==> config.mk <==
export PLATFORM = sky130hd
export DESIGN_NAME = odo_ctrl
export DESIGN_NICKNAME = d
export VERILOG_FILES = /design/src/hw/rtl/odo_pkg.sv /design/src/hw/rtl/odo_ctrl.sv
export SDC_FILE = /design/constraint.sdc
export NUM_CORES = 1
export LEC_CHECK = 0
export ABC_AREA = 1
export BUFFER_PORTS_ARGS = -buffer_cell sky130_fd_sc_hd__buf_2
export CORE_AREA = 2 2 39 41
export DETAILED_ROUTE_END_ITERATION = 7
export DIE_AREA = 0 0 41 43
export SYNTH_ARGS = -nofsm -noshare
export SYNTH_HDL_FRONTEND = slang
export SYNTH_SLANG_ARGS = --single-unit
==> constraint.sdc <==
create_clock -name clk -period 1.2 [get_ports clk]
set_input_delay 0.12 -clock clk [delete_from_list [all_inputs] [get_ports clk]]
set_output_delay 0.12 -clock clk [all_outputs]
set_load 0.01 [all_outputs]
==> src/hw/rtl/odo_pkg.sv <==
// Shared types, constants and arithmetic helpers for the wheel odometry block.
`timescale 1ns / 1ps

package odo_pkg;

  // Configuration register indexes.
  localparam int unsigned CFG_IDX_W = 2;
  localparam logic [CFG_IDX_W-1:0] CFG_DISTANCE_GAIN = 2'd0;
  localparam logic [CFG_IDX_W-1:0] CFG_HEADING_GAIN  = 2'd1;

  localparam logic [31:0] DISTANCE_GAIN_RST = 32'd629233;
  localparam logic [23:0] HEADING_GAIN_RST  = 24'd136620;

  // CORDIC sizing.
  localparam int unsigned CORDIC_STEPS = 30;
  localparam int unsigned ITER_W       = 5;
  localparam logic [ITER_W-1:0] ITER_LAST = ITER_W'(CORDIC_STEPS - 1);
  localparam int unsigned CORDIC_W     = 34;
  localparam logic signed [CORDIC_W-1:0] CORDIC_K = 34'sd652032874;

  // Width of the wide products and of the saturation input.
  localparam int unsigned WIDE_W = 66;

  typedef struct packed {
    logic signed [15:0] right_ticks;
    logic signed [15:0] left_ticks;
  } odo_in_t;

  typedef struct packed {
    logic signed [31:0] pos_x;
    logic signed [31:0] pos_y;
    logic        [23:0] yaw;
    logic signed [31:0] step_x;
    logic signed [31:0] step_y;
    logic signed [23:0] step_yaw;
  } odo_out_t;

  typedef enum logic [2:0] {
    ST_IDLE,
    ST_PREP,
    ST_ROT,
    ST_MULX,
    ST_RNDX,
    ST_RNDY,
    ST_ACC
  } odo_state_t;

  typedef struct packed {
    logic load_in;
    logic cfg_wr;
    logic prep;
    logic rot;
    logic mul_en;
    logic mul_sel_y;
    logic rnd_x;
    logic rnd_y;
    logic commit;
  } odo_cmd_t;

  // Arctangent of 2^-i in units of 2^-32 turn, as used by the rotation steps.
  function automatic logic [29:0] atan_turn(input logic [ITER_W-1:0] i);
    logic [29:0] r;
    case (i)
      5'd0:    r = 30'd536870912;
      5'd1:    r = 30'd316933406;
      5'd2:    r = 30'd167458907;
      5'd3:    r = 30'd85004756;
      5'd4:    r = 30'd42667331;
      5'd5:    r = 30'd21354465;
      5'd6:    r = 30'd10679838;
      5'd7:    r = 30'd5340245;
      5'd8:    r = 30'd2670163;
      5'd9:    r = 30'd1335087;
      5'd10:   r = 30'd667544;
      5'd11:   r = 30'd333772;
      5'd12:   r = 30'd166886;
      5'd13:   r = 30'd83443;
      5'd14:   r = 30'd41721;
      5'd15:   r = 30'd20861;
      5'd16:   r = 30'd10430;
      5'd17:   r = 30'd5215;
      5'd18:   r = 30'd2607;
      5'd19:   r = 30'd1304;
      5'd20:   r = 30'd652;
      5'd21:   r = 30'd326;
      5'd22:   r = 30'd163;
      5'd23:   r = 30'd81;
      5'd24:   r = 30'd41;
      5'd25:   r = 30'd20;
      5'd26:   r = 30'd10;
      5'd27:   r = 30'd5;
      5'd28:   r = 30'd3;
      5'd29:   r = 30'd1;
      default: r = 30'd0;
    endcase
    return r;
  endfunction

  // Clamp a wide signed value to the signed 32-bit range.
  function automatic logic signed [31:0] sat32(input logic signed [WIDE_W-1:0] v);
    logic signed [31:0] r;
    if (v[WIDE_W-1:31] == {(WIDE_W-31){v[WIDE_W-1]}}) begin
      r = v[31:0];
    end else if (v[WIDE_W-1]) begin
      r = 32'sh8000_0000;
    end else begin
      r = 32'sh7FFF_FFFF;
    end
    return r;
  endfunction

endpackage

==> src/hw/rtl/odo_ctrl.sv <==
// Sequencing state machine of the wheel odometry block.
`timescale 1ns / 1ps

module odo_ctrl (
  input  logic              clk,
  input  logic              rst_n,
  input  logic              in_valid,
  output logic              in_stall,
  output logic              out_valid,
  input  logic              out_stall,
  input  logic              cfg_valid,
  output logic              cfg_ready,
  input  logic              rot_done,
  output odo_pkg::odo_cmd_t cmd
);

  odo_pkg::odo_state_t state_r, state_nxt;
  logic                out_valid_r, out_valid_nxt;

  always_ff @(posedge clk) begin
    if (!rst_n) begin
      state_r     <= odo_pkg::ST_IDLE;
      out_valid_r <= 1'b0;
    end else begin
      state_r     <= state_nxt;
      out_valid_r <= out_valid_nxt;
    end
  end

  // Next state.
  always_comb begin
    state_nxt = state_r;
    unique case (state_r)
      odo_pkg::ST_IDLE: begin
        if (in_valid) state_nxt = odo_pkg::ST_PREP;
      end
      odo_pkg::ST_PREP: state_nxt = odo_pkg::ST_ROT;
      odo_pkg::ST_ROT: begin
        if (rot_done) state_nxt = odo_pkg::ST_MULX;
      end
      odo_pkg::ST_MULX: state_nxt = odo_pkg::ST_RNDX;
      odo_pkg::ST_RNDX: state_nxt = odo_pkg::ST_RNDY;
      odo_pkg::ST_RNDY: state_nxt = odo_pkg::ST_ACC;
      odo_pkg::ST_ACC: begin
        if (!out_valid_r || !out_stall) state_nxt = odo_pkg::ST_IDLE;
      end
      default: state_nxt = odo_pkg::ST_IDLE;
    endcase
  end

  // Commands to the datapath.
  always_comb begin
    cmd = '0;
    unique case (state_r)
      odo_pkg::ST_IDLE: begin
        cmd.load_in = in_valid;
        cmd.cfg_wr  = cfg_valid;
      end
      odo_pkg::ST_PREP: cmd.prep = 1'b1;
      odo_pkg::ST_ROT:  cmd.rot  = 1'b1;
      odo_pkg::ST_MULX: cmd.mul_en = 1'b1;
      odo_pkg::ST_RNDX: begin
        cmd.rnd_x     = 1'b1;
        cmd.mul_en    = 1'b1;
        cmd.mul_sel_y = 1'b1;
      end
      odo_pkg::ST_RNDY: cmd.rnd_y = 1'b1;
      odo_pkg::ST_ACC:  cmd.commit = !out_valid_r || !out_stall;
      default: cmd = '0;
    endcase
  end

  always_comb begin
    if (cmd.commit) begin
      out_valid_nxt = 1'b1;
    end else if (out_valid_r && !out_stall) begin
      out_valid_nxt = 1'b0;
    end else begin
      out_valid_nxt = out_valid_r;
    end
  end

  assign in_stall  = (state_r != odo_pkg::ST_IDLE);
  assign cfg_ready = (state_r == odo_pkg::ST_IDLE);
  assign out_valid = out_valid_r;

endmodule

## After elaboration in Yosys (flattened, before gate mapping)

Cells that the tools add are included.

- Equality and inequality tests: 9
- Reductions and logical operators: 9
- Multiplexer cells: 13

Operators with widths:

| cell | count |
|---|---|
| 3-bit case mux with 7 select lines | 1 |
| 3-bit == test, second input constant | 3 |
| 3-bit 2-to-1 mux | 3 |
| 1-bit 2-to-1 mux | 7 |
| 3-bit by 2-bit == test with 1-bit output, second input constant | 2 |
| 2-bit != test, second input constant | 3 |
| 2-bit 2-to-1 mux | 2 |
| 3-bit by 1-bit == test with 1-bit output, second input constant | 1 |
| 3-bit zero test | 1 |
| 3-bit AND reduction | 1 |
| 3-bit nonzero test | 1 |
| 1-bit zero test | 2 |
| 2-bit nonzero test | 1 |
| 2-bit OR reduction | 1 |
| 1-bit logical AND | 1 |
| 1-bit logical OR | 1 |

- Bits of input ports: 6
- Flip-flop bits (word level): 4
- Word-level logic and storage cells: 33
- Output and inout port bits: 12

## Longest topological paths before layout

- Depth after elaboration: 4
- Mapped depth: 6
- Depth with buffers taken out: 6

## Least setup slack after synthesis

Ideal clock, no wire load.

- Kind: flip-flop to output port
- From: register state_r[0]
- To: output cmd[7] (netlist name)
- Data arrival time: 0.960 ns
- Stages on the path, launching flop included: 6
- Data required time: 1.080 ns
- Setup slack: 0.120 ns
- Buffers on the path: 0
- Cell sequence: dfxtp_1 > nor2_2 > inv_2 > nor2_2 > inv_2 > nor2_1

RTL lines:

| what | RTL line | RTL |
|---|---|---|
| start, declared | odo_ctrl.sv:17 | `odo_pkg::odo_state_t state_r, state_nxt;` |
| start signal, assigned | odo_ctrl.sv:22 | `state_r <= odo_pkg::ST_IDLE;` |
| start signal, assigned | odo_ctrl.sv:25 | `state_r <= state_nxt;` |
| end, declared | odo_ctrl.sv:14 | `output odo_pkg::odo_cmd_t cmd` |

==> results.md <==
- The run finished, with violations left.
- The final reports fail on setup timing.
- Of all nets on the critical path, the largest fanout is 5.
- Summed over all layers, the routed wires come to 701 µm.
- The weighted congestion reported at the end of routability-driven placement is 0.736.
- The post-route antenna net violation count is 0.
- The total non-filler cell area in the finished layout is 444 µm².
- For the finished layout, the period the worst path requires is 1.23 ns.
- Entering global routing, the biggest net connects 9 pins.
- The fraction of registers with async set/reset is 0.
- Detailed placement finished with a half-perimeter wire length of 511 µm.
- The total CTS buffers is 3.
- The internal reg-to-reg setup slack is 0.08 ns.
- For this run, the number of standard cells in the final layout without fillers is 83.
- The capture endpoint of the worst hold path is state_r[1].
- The final period utilization is 1.03.
- The net count of the finished layout is 75.
- dfxtp_1 takes more of the synthesized area than any other cell.
- Setup repair after global routing could not meet its margin everywhere.
- STA classifies the critical path startpoint as a register.
- The worst slew margin relative to its limit is 0.891.
- The number of different library cells used by synthesis comes to 14.
- The number of placed instances, taps included, is 77.
- Power spread over the standard cell area amounts to 2430 nW/µm².
- Clock-pin slew was measured on the worst setup and hold paths at 0.04 ns.
- The starting density of the core is 0.206.
- The first-pass GRT wire length is 1210 µm.
- The die covers 1760 µm².
- The worst supply voltage drop on vdd is 718 µV.
- The share of Yosys cell area claimed by the top area cell type is 0.281.
- The aggregate global routing overflow is 0.
- The number of endpoints with negative hold slack in the final report is 0.
- The number of global-route vias before repair is 325.
- Of the cells placed in the final design, the portion with a size suffix greater than 1 is 0.612.
- For the worst flop-to-flop path, the logic depth is 7.
- The worst setup margin is -0.0321 ns.
- The y dimension of the die is 43 µm.
- Tracing the worst setup path back leads to its startpoint at state_r[0].
- In the routed layout, each cell is associated on average with a via count of 3.94.
- The worst reg2reg path startpoint is state_r[0].
- The initial antenna violation count is 0.
- The worst min-delay path startpoint is rst_n.
- A synthesized cell averages 6.20 µm².
- The core outline area is 1380 µm².
- Clock skew on the completed layout was measured at 0.00202 ns.
- The count of routing violations after the opening detailed-route iteration is 1.
- The number of synthesized flops with an enable pin is 0.
- After clock tree synthesis, the flow added hold-fix buffers numbering 0.
- The utilization of the core after routing is 0.321.
- The post-route worst hold slack is 0.133 ns.
- The number of vias in the routed layout is 327.
- The critical path in this run is classified as reg2out.
- Setup violations remaining at the end of the flow were counted as 2.
- Synthesis produced a netlist with a net count of 52.
- The biggest cell delay along the critical path is 0.36 ns.
- The critical-path cell with the highest stage delay is dfxtp_4.
- Synthesis handed over a netlist of 46 instances.
- The DRC violation count after routing is 0.
- At the pin with the least slew margin, the transition time is 0.163 ns.
- The first-pass detailed-route iteration total is 4.
- In this run the critical register-to-register path is captured at state_r[1].
- In this run the static leakage power is 0.000263 µW.
- The placed instances occupy a cell area of 375 µm².
- The CTS tree is built.
- Fill cells in the final layout number 163.
- The post-synthesis instance area is 285 µm².
- 0 antenna diodes ended up in the layout.
- Relative to the synthesized area, the layout overhead comes to 55.7%.
- The max-cap violation count is 0.
- The die outline width is 41 µm.
- The arrival time of the worst setup path is 1.11 ns.
- At the later pin of the worst-skew pair, clock insertion delay measures 0.23 ns.
- The number of slew-limit violations in the final report is 0.
- For this run, the top clock speed supported by timing is 812 MHz.
- The dominant synthesized flop cell is dfxtp_1.
- The deepest level of the CTS H-tree is 1.
- The element type at the critical path end is an output pin.
- The combined global-route utilization of all metal layers is 0.104.
- The initialized floorplan defines 14 standard-cell rows.
- The commonest cells after synthesis are inv_1, nand2_1, nor2_1, nor2_2.
- The number of clock sinks seen by CTS is 4.
- The number of warnings reported in the yosys synthesis log is 0.
- The share of the Yosys chip area taken by registers is 0.281.
- The worst hold path stage count is 3.
- The maximum number of buffers from clock root to sink is 2.
- 18 I/O pins were placed.
- Traced cell by cell, the critical path runs through nor2_4, inv_2, nor2_4, inv_2, nor2_1, buf_2.
- The routed wire length per instance is 8.45 µm.
- Ranked by total cell area, the synthesized netlist is headed by dfxtp_1, nor2_2, inv_1, nand2_1, nor2_1.
- Counting flops and latches in the post-synthesis netlist gives 4.
- For the worst setup path, the data required time is 1.08 ns.
- The clock tree root buffer cell is clkbuf_4.
- The count of port buffers added during placement is 17.
- The tightest min-delay check is of the in2reg type.
[sequential cells by signal (all words and copies together) (netlist names)]
register,count
out_valid,1
state_r,3
[worst max-delay path by stage]
stage	slack (ns)	depth (start not counted)	end
floorplan	0.12	5	cmd[7]
global placement	0.17	6	cmd[8]
detailed placement	0.14	6	cmd[8]
CTS	-0.03	6	cmd[8]
global route	-0.09	6	cmd[7]
finish	-0.03	6	cmd[8]
[power by group]
group	total (µW)	internal (µW)	leakage (µW)	switching, µW
logic	651	286	0.000214	365
clock network	165	112	0.0000138	53.2
registers	262	192	0.0000348	70.7
total	1080	589	0.000263	489
[through the flow]
stage / TNS, ns / power (µW) / setup WS (ns)
CTS: -0.0630 / 1010 / -0.0332
detailed placement: 0 / 771 / 0.140
global route: -0.337 / 1180 / -0.0906
global placement: 0 / 765 / 0.165
floorplan: 0 / 603 / 0.120
finish: -0.0514 / 1080 / -0.0321
[per-layer routing]
metal	wire (µm)	track usage	vias to the layer above
met5	0	0	-
met4	0	0.0800	0
met3	9	0.0314	0
met2	421	0.166	4
met1	270	0.106	143
li1	-	-	180
[worst max-delay path, delay by kind of cell, from the launching register on]
| kind | cells | cell delay (ns) |
|---|---|---|
| buf+inv | 3 | 0.24 |
| simple gates | 3 | 0.27 |
| flops | 1 | 0.36 |
[final cells by class]
| cell class | instances | area, µm² | area share |
|---|---|---|---|
| Sequential cell | 4 | 91.3 | 0.206 |
| Multi-Input combinational cell | 29 | 161 | 0.363 |
| Clock buffer | 3 | 22.5 | 0.0507 |
| Timing Repair Buffer | 20 | 108 | 0.242 |
| Tap cell | 16 | 20.0 | 0.0451 |
| Inverter | 11 | 41.3 | 0.0930 |
[repair_timing]
action,CTS,global route
hold endpoints to repair,0,0
setup buffers,1,2
gates resized for setup,5,5
setup endpoints to repair,9,9
pin swaps,1,2
[layout by cell type (no fill, tap or decap)]
master / n
inv_2: 5
nand3_1: 3
buf_2: 17
a21oi_1: 2
inv_1: 6
clkbuf_4: 3
nor2_2: 5
nor2_1: 5
nand2_2: 1
nor3_2: 1
a31oi_1: 1
dfxtp_4: 3
buf_4: 3
dfxtp_1: 1
nor2_4: 2
nand3_2: 1
nand2_1: 7
o21ai_0: 1
[kinds of logic (layout without fill, tap and decap cells)]
logic type,count (synthesis),after routing,share of synthesized area
flip-flops,4,4,0.281
buffers and inverters,13,34,0.197
AO/OA/AOI/OAI,4,4,0.0746
AND/OR/NAND/NOR,25,25,0.447
Note: power is estimated with default switching activity, not from simulation.
